==> src/ofe_pkg.sv <==
// ----------------------------------------------------------------------------
// ofe_pkg
// Shared types, constants and helpers of the optical frame encoder.
// ----------------------------------------------------------------------------
package ofe_pkg;

  localparam int unsigned RepW   = 10;
  localparam int unsigned MaskW  = 18;
  localparam int unsigned SlotN  = 6;

  // register indexes of the configuration port
  localparam logic [1:0] REG_SYNC  = 2'd0;
  localparam logic [1:0] REG_PAUSE = 2'd1;
  localparam logic [1:0] REG_START = 2'd2;
  localparam logic [1:0] REG_GAP   = 2'd3;

  localparam logic [RepW-1:0] SYNC_RST  = 10'd400;
  localparam logic [RepW-1:0] PAUSE_RST = 10'd10;
  localparam logic [RepW-1:0] START_RST = 10'd50;
  localparam logic [RepW-1:0] GAP_RST   = 10'd10;

  localparam logic [7:0] BYTE_SYNC  = 8'h55;
  localparam logic [7:0] BYTE_START = 8'haa;
  localparam logic [7:0] BYTE_IDLE  = 8'hff;

  // descriptor slots of one item, sent lowest first
  localparam int unsigned SL_SYNC   = 0;
  localparam int unsigned SL_PAUSE0 = 1;
  localparam int unsigned SL_START  = 2;
  localparam int unsigned SL_PAUSE1 = 3;
  localparam int unsigned SL_DATA   = 4;
  localparam int unsigned SL_GAP    = 5;

  typedef logic [SlotN-1:0] pend_t;

  typedef struct packed {
    logic [MaskW-1:0] lit_slots;
    logic [RepW-1:0]  repeat_res;
    logic             last;
  } desc_t;

  function automatic logic [MaskW-1:0] make_mask(input logic s0, input logic [7:0] b0,
                                                 input logic s1, input logic [7:0] b1);
    return {~b1, s1, ~b0, s0};
  endfunction

  function automatic logic [RepW-1:0] clamp_rep(input logic [RepW-1:0] r);
    return (r == '0) ? RepW'(1) : r;
  endfunction

  localparam logic [MaskW-1:0] MASK_SYNC  = make_mask(1'b1, BYTE_SYNC, 1'b1, BYTE_SYNC);
  localparam logic [MaskW-1:0] MASK_IDLE  = make_mask(1'b0, BYTE_IDLE, 1'b0, BYTE_IDLE);
  localparam logic [MaskW-1:0] MASK_START = make_mask(1'b1, BYTE_START, 1'b0, BYTE_IDLE);

endpackage

==> src/optical_frame_encoder.sv <==
// ----------------------------------------------------------------------------
// optical_frame_encoder
// Pairs packet bytes into display frame descriptors, with session preamble
// and per-packet gap frames.
// ----------------------------------------------------------------------------
//  channel  | direction | handshake           | payload
//  s_*      | in        | s_tvalid / s_tready | data_byte, last_of_packet, session_start
//  m_*      | out       | m_tvalid / m_tready | lit_slots, repeat_res, last
//  cfg_*    | in        | cfg_we              | register index, 10-bit value
//
// An item passes a job register and then an output register. The job register
// sends one descriptor per cycle while m_tready does not stall it; an item has
// as many results as descriptors (0 to 6), and items with at most one result
// flow at one per cycle when not stalled. rst is synchronous and restores
// register defaults and clears the held byte. A stalled m_tready holds the
// output register; the job register then holds and s_tready drops.
// ----------------------------------------------------------------------------
module optical_frame_encoder (
  input  logic                        clk,
  input  logic                        rst,
  input  logic                        s_tvalid,
  output logic                        s_tready,
  input  logic [7:0]                  s_tdata,   // [7:0] data_byte
  input  logic                        s_tlast,   // last_of_packet
  input  logic                        s_tuser,   // session_start
  output logic                        m_tvalid,
  input  logic                        m_tready,
  output logic [31:0]                 m_tdata,   // [17:0] lit_slots, [27:18] repeat_res
  output logic                        m_tlast,   // last
  input  logic                        cfg_we,
  input  logic [1:0]                  cfg_index,
  input  logic [ofe_pkg::RepW-1:0]    cfg_data
);
  import ofe_pkg::*;

  logic [RepW-1:0]  sync_frames, pause_frames, start_frames, gap_frames;
  logic [7:0]       held_byte;
  logic             held_valid;
  logic             job_valid;
  pend_t            job_pending;
  logic [MaskW-1:0] job_mask;
  desc_t            cur_desc;
  pend_t            pending_next;
  desc_t            out_desc;
  logic             out_load, job_done, accept;
  pend_t            new_pending;
  logic [MaskW-1:0] new_mask;

  always_ff @(posedge clk) begin
    if (rst) begin
      sync_frames  <= SYNC_RST;
      pause_frames <= PAUSE_RST;
      start_frames <= START_RST;
      gap_frames   <= GAP_RST;
    end else if (cfg_we) begin
      case (cfg_index)
        REG_SYNC:  sync_frames  <= cfg_data;
        REG_PAUSE: pause_frames <= cfg_data;
        REG_START: start_frames <= cfg_data;
        REG_GAP:   gap_frames   <= cfg_data;
        default: ;
      endcase
    end
  end

  ofe_desc u_desc (
    .pending      (job_pending),
    .data_mask    (job_mask),
    .sync_frames  (sync_frames),
    .pause_frames (pause_frames),
    .start_frames (start_frames),
    .gap_frames   (gap_frames),
    .desc         (cur_desc),
    .pending_next (pending_next)
  );

  assign out_load = job_valid && (!m_tvalid || m_tready);
  assign job_done = out_load && (pending_next == '0);
  assign s_tready = !job_valid || job_done;
  assign accept   = s_tvalid && s_tready;

  always_comb begin
    new_pending            = '0;
    new_pending[SL_SYNC]   = s_tuser;
    new_pending[SL_PAUSE0] = s_tuser;
    new_pending[SL_START]  = s_tuser;
    new_pending[SL_PAUSE1] = s_tuser;
    new_pending[SL_DATA]   = held_valid || s_tlast;
    new_pending[SL_GAP]    = s_tlast;
    // an odd final byte goes out alone with the second sync cleared
    new_mask = held_valid ? make_mask(1'b1, held_byte, 1'b1, s_tdata)
                          : make_mask(1'b1, s_tdata, 1'b0, BYTE_IDLE);
  end

  always_ff @(posedge clk) begin
    if (rst) begin
      held_valid <= 1'b0;
      held_byte  <= '0;
    end else if (accept) begin
      if (held_valid) begin
        held_valid <= 1'b0;
        held_byte  <= '0;
      end else if (!s_tlast) begin
        held_valid <= 1'b1;
        held_byte  <= s_tdata;
      end
    end
  end

  always_ff @(posedge clk) begin
    if (rst) begin
      job_valid   <= 1'b0;
      job_pending <= '0;
    end else if (accept && new_pending != '0) begin
      job_valid   <= 1'b1;
      job_pending <= new_pending;
    end else if (job_done) begin
      job_valid   <= 1'b0;
      job_pending <= '0;
    end else if (out_load) begin
      job_pending <= pending_next;
    end
  end

  always_ff @(posedge clk) begin
    if (accept) begin
      job_mask <= new_mask;
    end
  end

  always_ff @(posedge clk) begin
    if (rst) begin
      m_tvalid <= 1'b0;
    end else if (out_load) begin
      m_tvalid <= 1'b1;
    end else if (m_tready) begin
      m_tvalid <= 1'b0;
    end
  end

  always_ff @(posedge clk) begin
    if (out_load) begin
      out_desc <= cur_desc;
    end
  end

  assign m_tdata = {4'b0, out_desc.repeat_res, out_desc.lit_slots};
  assign m_tlast = out_desc.last;

  a_job_nonempty: assert property (@(posedge clk) disable iff (rst)
    job_valid |-> job_pending != '0)
    else $error("job register valid with no pending descriptor");

  a_pair_clears: assert property (@(posedge clk) disable iff (rst)
    accept && held_valid |=> !held_valid)
    else $error("held byte survived pairing");

  a_job_retires: assert property (@(posedge clk) disable iff (rst)
    job_done && !accept |=> !job_valid)
    else $error("job register still valid after final descriptor");

  a_ready_drains: assert property (@(posedge clk) disable iff (rst)
    s_tready && job_valid |-> out_load)
    else $error("input taken while job register cannot drain");

endmodule

==> src/ofe_desc.sv <==
// ----------------------------------------------------------------------------
// ofe_desc
// Picks the next pending descriptor slot of an item and builds its fields.
// ----------------------------------------------------------------------------
module ofe_desc (
  input  ofe_pkg::pend_t                 pending,
  input  logic [ofe_pkg::MaskW-1:0]      data_mask,
  input  logic [ofe_pkg::RepW-1:0]       sync_frames,
  input  logic [ofe_pkg::RepW-1:0]       pause_frames,
  input  logic [ofe_pkg::RepW-1:0]       start_frames,
  input  logic [ofe_pkg::RepW-1:0]       gap_frames,
  output ofe_pkg::desc_t                 desc,
  output ofe_pkg::pend_t                 pending_next
);
  import ofe_pkg::*;

  logic [MaskW-1:0] mask;
  logic [RepW-1:0]  rep;

  assign pending_next = pending & (pending - pend_t'(1));

  // lowest set slot wins
  always_comb begin
    mask = MASK_IDLE;
    rep  = gap_frames;
    if (pending[SL_SYNC]) begin
      mask = MASK_SYNC;
      rep  = sync_frames;
    end else if (pending[SL_PAUSE0] || pending[SL_PAUSE1] && !pending[SL_START]) begin
      mask = MASK_IDLE;
      rep  = pause_frames;
    end else if (pending[SL_START]) begin
      mask = MASK_START;
      rep  = start_frames;
    end else if (pending[SL_DATA]) begin
      mask = data_mask;
      rep  = RepW'(1);
    end
  end

  assign desc.lit_slots  = mask;
  assign desc.repeat_res = clamp_rep(rep);
  assign desc.last       = (pending_next == '0);

endmodule
==> config.mk <==
export PLATFORM = sky130hd
export DESIGN_NAME = optical_frame_encoder
export DESIGN_NICKNAME = d
export VERILOG_FILES = /design/src/ofe_pkg.sv /design/src/optical_frame_encoder.sv /design/src/ofe_desc.sv
export SDC_FILE = /design/constraint.sdc
export NUM_CORES = 1
export LEC_CHECK = 0
export BUFFER_PORTS_ARGS = -buffer_cell sky130_fd_sc_hd__buf_2
export CAP_MARGIN = 10
export CORE_ASPECT_RATIO = 1.5
export CORE_MARGIN = 4
export CORE_UTILIZATION = 50
export DETAILED_ROUTE_END_ITERATION = 12
export GPL_ROUTABILITY_DRIVEN = 1
export PLACE_DENSITY_LB_ADDON = 0.08
export SKIP_LAST_GASP = 1
export SYNTH_ARGS = -nofsm -noshare
export SYNTH_HDL_FRONTEND = slang
export SYNTH_SLANG_ARGS = --single-unit
==> constraint.sdc <==
create_clock -name clk -period 3.7 [get_ports clk]
set_input_delay 0.37 -clock clk [delete_from_list [all_inputs] [get_ports clk]]
set_output_delay 0.37 -clock clk [all_outputs]
set_load 0.01 [all_outputs]
==> results_tabular.tex <==
\begin{tabular}{lr}
\hline
Metric & Value \\
\hline
\multicolumn{2}{l}{\textbf{Status}} \\
\quad Run status & finished, final reports clean \\
\multicolumn{2}{l}{\textbf{Global routing}} \\
\quad Wire length of the first global-routing pass & 15.97 mm \\
\quad Initial antenna violation count & 0 \\
\quad Largest net degree at the start of global routing & 40 \\
\quad Gr ovfl total & 0 \\
\quad GRT Resource Usage Total & 20.15\% \\
\quad Vias in the first global route & 3182 \\
\multicolumn{2}{l}{\textbf{STA}} \\
\quad Setup repair after global routing missed its margin & false \\
\quad Pin slew with the least headroom to its limit & 892.2 ps \\
\quad Max-slew headroom & 40.44\% \\
\quad Worst slack on hold paths & 293.2 ps \\
\quad Clock Skew & 4.686 ps \\
\quad Final number of max-transition violations & 0 \\
\quad Final hold violation count & 0 \\
\quad Fmax & 386.0 MHz \\
\quad Time the worst path needs with I/O delays and setup & 2591 ps \\
\quad Final total negative setup slack & 0 ps \\
\quad Post-route clock period utilization & 70.02\% \\
\quad Total of endpoints with negative setup slack in the final report & 0 \\
\multicolumn{2}{l}{\textbf{Die}} \\
\quad Placement row count & 41 \\
\quad Initial cell density of the core & 51.37\% \\
\quad Die outline width & 84.14 µm \\
\quad Die height & 122.2 µm \\
\quad I/O pin total & 62 \\
\quad Core outline area & 8464 µm² \\
\quad Die outline area & 10280 µm² \\
\multicolumn{2}{l}{\textbf{Logic synthesis}} \\
\quad Top\_reg\_cell synth & sky130\_fd\_sc\_hd\_\_dfxtp\_1 \\
\quad Post-synthesis area per instance & 9.995 µm² \\
\quad Cell types with the highest counts after synthesis & 109 x sky130\_fd\_sc\_hd\_\_nand2\_1, 57 x sky130\_fd\_sc\_hd\_\_dfxtp\_1, 46 x sky130\_fd\_sc\_hd\_\_edfxtp\_1, 43 x sky130\_fd\_sc\_hd\_\_a21oi\_1, 24 x sky130\_fd\_sc\_hd\_\_nor2\_1 \\
\quad Largest area contributor in the netlist & sky130\_fd\_sc\_hd\_\_edfxtp\_1 \\
\quad Portion of synthesized cell area occupied by the leading cell type & 31.77\% \\
\quad Warnings from Yosys & 0 \\
\quad Mapped Area & 4348 µm² \\
\quad Synthesized instance count & 435 \\
\quad Distinct cell type count after synthesis & 51 \\
\quad Register bit total from synthesis & 103 \\
\quad Post-synth EDFFs & 46 \\
\quad Register area share after synthesis & 58.01\% \\
\quad Proportion of register bits with asynchronous set or reset after synthesis & 0\% \\
\quad Cell with the most instances after synthesis & sky130\_fd\_sc\_hd\_\_nand2\_1 \\
\quad Top area cells in the synthesized netlist & sky130\_fd\_sc\_hd\_\_edfxtp\_1 32\%, sky130\_fd\_sc\_hd\_\_dfxtp\_1 26\%, sky130\_fd\_sc\_hd\_\_nand2\_1 9.4\%, sky130\_fd\_sc\_hd\_\_a21oi\_1 4.9\%, sky130\_fd\_sc\_hd\_\_mux2i\_1 2.5\% \\
\multicolumn{2}{l}{\textbf{Power}} \\
\quad PwrDens & 498.0 nW/µm² \\
\quad Static leakage & 1.982 nW \\
\quad Worst VDD drop & 0.3005 mV \\
\multicolumn{2}{l}{\textbf{Layout}} \\
\quad Proportion of layout cells with a drive suffix above 1 & 17.66\% \\
\quad Syn-to-layout area delta & 14.01\% \\
\quad Nets@finish & 509 \\
\quad Post-route insts no fill & 594 \\
\quad N\_diodes & 0 \\
\multicolumn{2}{l}{\textbf{CTS}} \\
\quad Number of clock sinks seen by CTS & 103 \\
\quad Total CTS buffers & 9 \\
\quad Maximum clock insertion buffer count & 2 \\
\quad Root buffer cell & sky130\_fd\_sc\_hd\_\_clkbuf\_16 \\
\quad TritonCTS clock tree & done \\
\quad Clock slew at the register clock pins of the worst setup and hold paths & 60 ps \\
\quad Number of post-CTS setup repair buffers & 0 \\
\quad Insertion delay of the later-clocked pin in the worst-skew pair & 340 ps \\
\quad Post-cts hold buffer count & 0 \\
\quad Resize count post-CTS & 0 \\
\quad CTS H-Tree Depth & 3 \\
\multicolumn{2}{l}{\textbf{Critical path}} \\
\quad Critical R2R Capture & job\_pending[3]\$\_SDFFE\_PP0P\_ \\
\quad Req. time, crit path & 3930 ps \\
\quad Startpoint types & flip-flop \\
\quad Cell depth of the worst flop-to-flop path & 6 \\
\quad Element type at the critical path end & flip-flop \\
\quad Reg-to-reg slack, setup & 1110 ps \\
\quad Arrival time of data at the critical path endpoint & 2820 ps \\
\quad Worst flop-to-flop path startpoint & job\_pending[1]\$\_SDFFE\_PP0P\_ \\
\quad Crit path max fanout & 18 \\
\quad Critical path class & reg2reg \\
\multicolumn{2}{l}{\textbf{Place}} \\
\quad HPWL Detailed & 7.284 mm \\
\quad Input/output buffers & 57 \\
\quad Placer's final routability congestion estimate & 0.8423 \\
\quad Post-Place Cells & 578 \\
\multicolumn{2}{l}{\textbf{Route}} \\
\quad Number of nets with antenna violations after routing & 0 \\
\quad First-pass iteration count of the detailed router & 4 \\
\quad Count of vias placed by the detailed router & 3255 \\
\quad Ratio of routed vias to standard cells & 5.480 \\
\quad Total DRC errors in the routed layout & 0 \\
\quad Starting DRT DRC Count & 217 \\
\quad Total wire length after detailed routing & 9.998 mm \\
\quad Routed WL per cell & 16.83 µm \\
\multicolumn{2}{l}{\textbf{Worst hold path}} \\
\quad Hold path startpoint & cfg\_data[1] \\
\quad Worst min-delay path category & in2reg \\
\quad Worst hold path cell count & 3 \\
\quad WHS Endpoint & pause\_frames[1]\$\_SDFFE\_PP1P\_ \\
\multicolumn{2}{l}{\textbf{Run}} \\
\quad Max-cap violations & 0 \\
\hline
\end{tabular}
## state kept, by name, summed over array words and instances, names as in the netlist
register,count
gap_frames,10
held_byte,8
held_valid,1
job_mask,17
job_pending,6
job_valid,1
m_tdata,28
m_tlast,1
m_tvalid,1
pause_frames,10
start_frames,10
sync_frames,10
## how the worst max path moves through the flow
stage	startpoint	to	slack, ps	cells after the start
6_report	job_pending[1]$_SDFFE_PP0P_	job_pending[3]$_SDFFE_PP0P_	1110	6
4_1_cts	job_pending[1]$_SDFFE_PP0P_	job_pending[1]$_SDFFE_PP0P_	1130	6
3_5_place_dp	job_pending[1]$_SDFFE_PP0P_	job_pending[3]$_SDFFE_PP0P_	1160	6
3_3_place_gp	job_pending[1]$_SDFFE_PP0P_	job_pending[1]$_SDFFE_PP0P_	1280	6
5_1_grt	job_pending[1]$_SDFFE_PP0P_	job_pending[1]$_SDFFE_PP0P_	890	6
2_1_floorplan	job_pending[2]$_SDFFE_PP0P_	job_pending[1]$_SDFFE_PP0P_	1310	7
## final cells by class
| class | count | area, µm² |
|---|---|---|
| Inverter | 6 | 22.52 |
| Sequential cell | 103 | 2522 |
| Clock inverter | 1 | 5.005 |
| Multi-Input combinational cell | 297 | 1660 |
| Clock buffer | 15 | 267.8 |
| Tap cell | 107 | 133.9 |
| Fill cell | 783 | 3507 |
| Timing Repair Buffer | 65 | 345.3 |
## layout by cell type (no fill, tap or decap), types with 2 or more instances in the layout
cell and n:
sky130_fd_sc_hd__nor3b_1 3, sky130_fd_sc_hd__a21oi_1 43, sky130_fd_sc_hd__and2_1 6, sky130_fd_sc_hd__nand3b_1 11
sky130_fd_sc_hd__mux2i_1 11, sky130_fd_sc_hd__nand2_1 109, sky130_fd_sc_hd__inv_1 5, sky130_fd_sc_hd__a221o_1 5
sky130_fd_sc_hd__nor2_1 24, sky130_fd_sc_hd__clkbuf_16 9, sky130_fd_sc_hd__nor2b_1 10, sky130_fd_sc_hd__clkbuf_8 2
sky130_fd_sc_hd__o21ai_0 3, sky130_fd_sc_hd__o211a_1 4, sky130_fd_sc_hd__conb_1 4, sky130_fd_sc_hd__nand2b_1 3
sky130_fd_sc_hd__buf_2 57, sky130_fd_sc_hd__dfxtp_1 57, sky130_fd_sc_hd__or3_1 2, sky130_fd_sc_hd__nor3_1 2
sky130_fd_sc_hd__buf_4 8, sky130_fd_sc_hd__o31ai_1 9, sky130_fd_sc_hd__edfxtp_1 46, sky130_fd_sc_hd__a2111oi_0 6
sky130_fd_sc_hd__and3_1 5, sky130_fd_sc_hd__a22oi_1 8, sky130_fd_sc_hd__clkbuf_1 4, sky130_fd_sc_hd__or2_2 3
sky130_fd_sc_hd__a22o_1 5
## through the flow
stage,total power [mW],area [µm²],utilization (%),worst slack [ps]
floorplan,1.518,4359,-,1311
global placement,1.608,4684,55.34,1283
detailed placement,1.617,4684,55.34,1157
CTS,2.491,4957,58.57,1129
global route,2.564,4957,58.57,893.4
finish,2.469,4957,58.57,1109
## power breakdown
group | internal [mW] | switching [mW] | leakage, nW
sequential | 1.26 | 0.0384 | 0.913
clock | 0.493 | 0.386 | 0.134
combinational | 0.113 | 0.176 | 0.935
total | 1.87 | 0.600 | 1.98
## per-layer routing
metal	track usage, %	share of wire (%)	up-vias
met2	38.83	56	75
met5	0	0	-
met1	20.77	37	1535
met3	2.552	4.1	20
met4	11.07	2.8	0
li1	-	-	1625
## kinds of logic (layout without fill, tap and decap cells)
family | after synthesis | count (layout) | synth area share, %
AOI/OAI and AO/OA | 94 | 94 | 14.88
other | 1 | 4 | 0.08625
muxes | 12 | 12 | 2.791
and+or+nand+nor | 187 | 187 | 20.17
buffers and inverters | 38 | 87 | 4.057
DFF | 103 | 103 | 58.01
## critical path, stage by stage (launching register included)
cell	delay, ps
sky130_fd_sc_hd__dfxtp_1	500
sky130_fd_sc_hd__a2111oi_0	640
sky130_fd_sc_hd__o211a_1	290
sky130_fd_sc_hd__o31ai_2	110
sky130_fd_sc_hd__inv_1	340
sky130_fd_sc_hd__o21ai_1	220
sky130_fd_sc_hd__a221o_1	380
No activity file was read; power rests on OpenSTA's default activity.
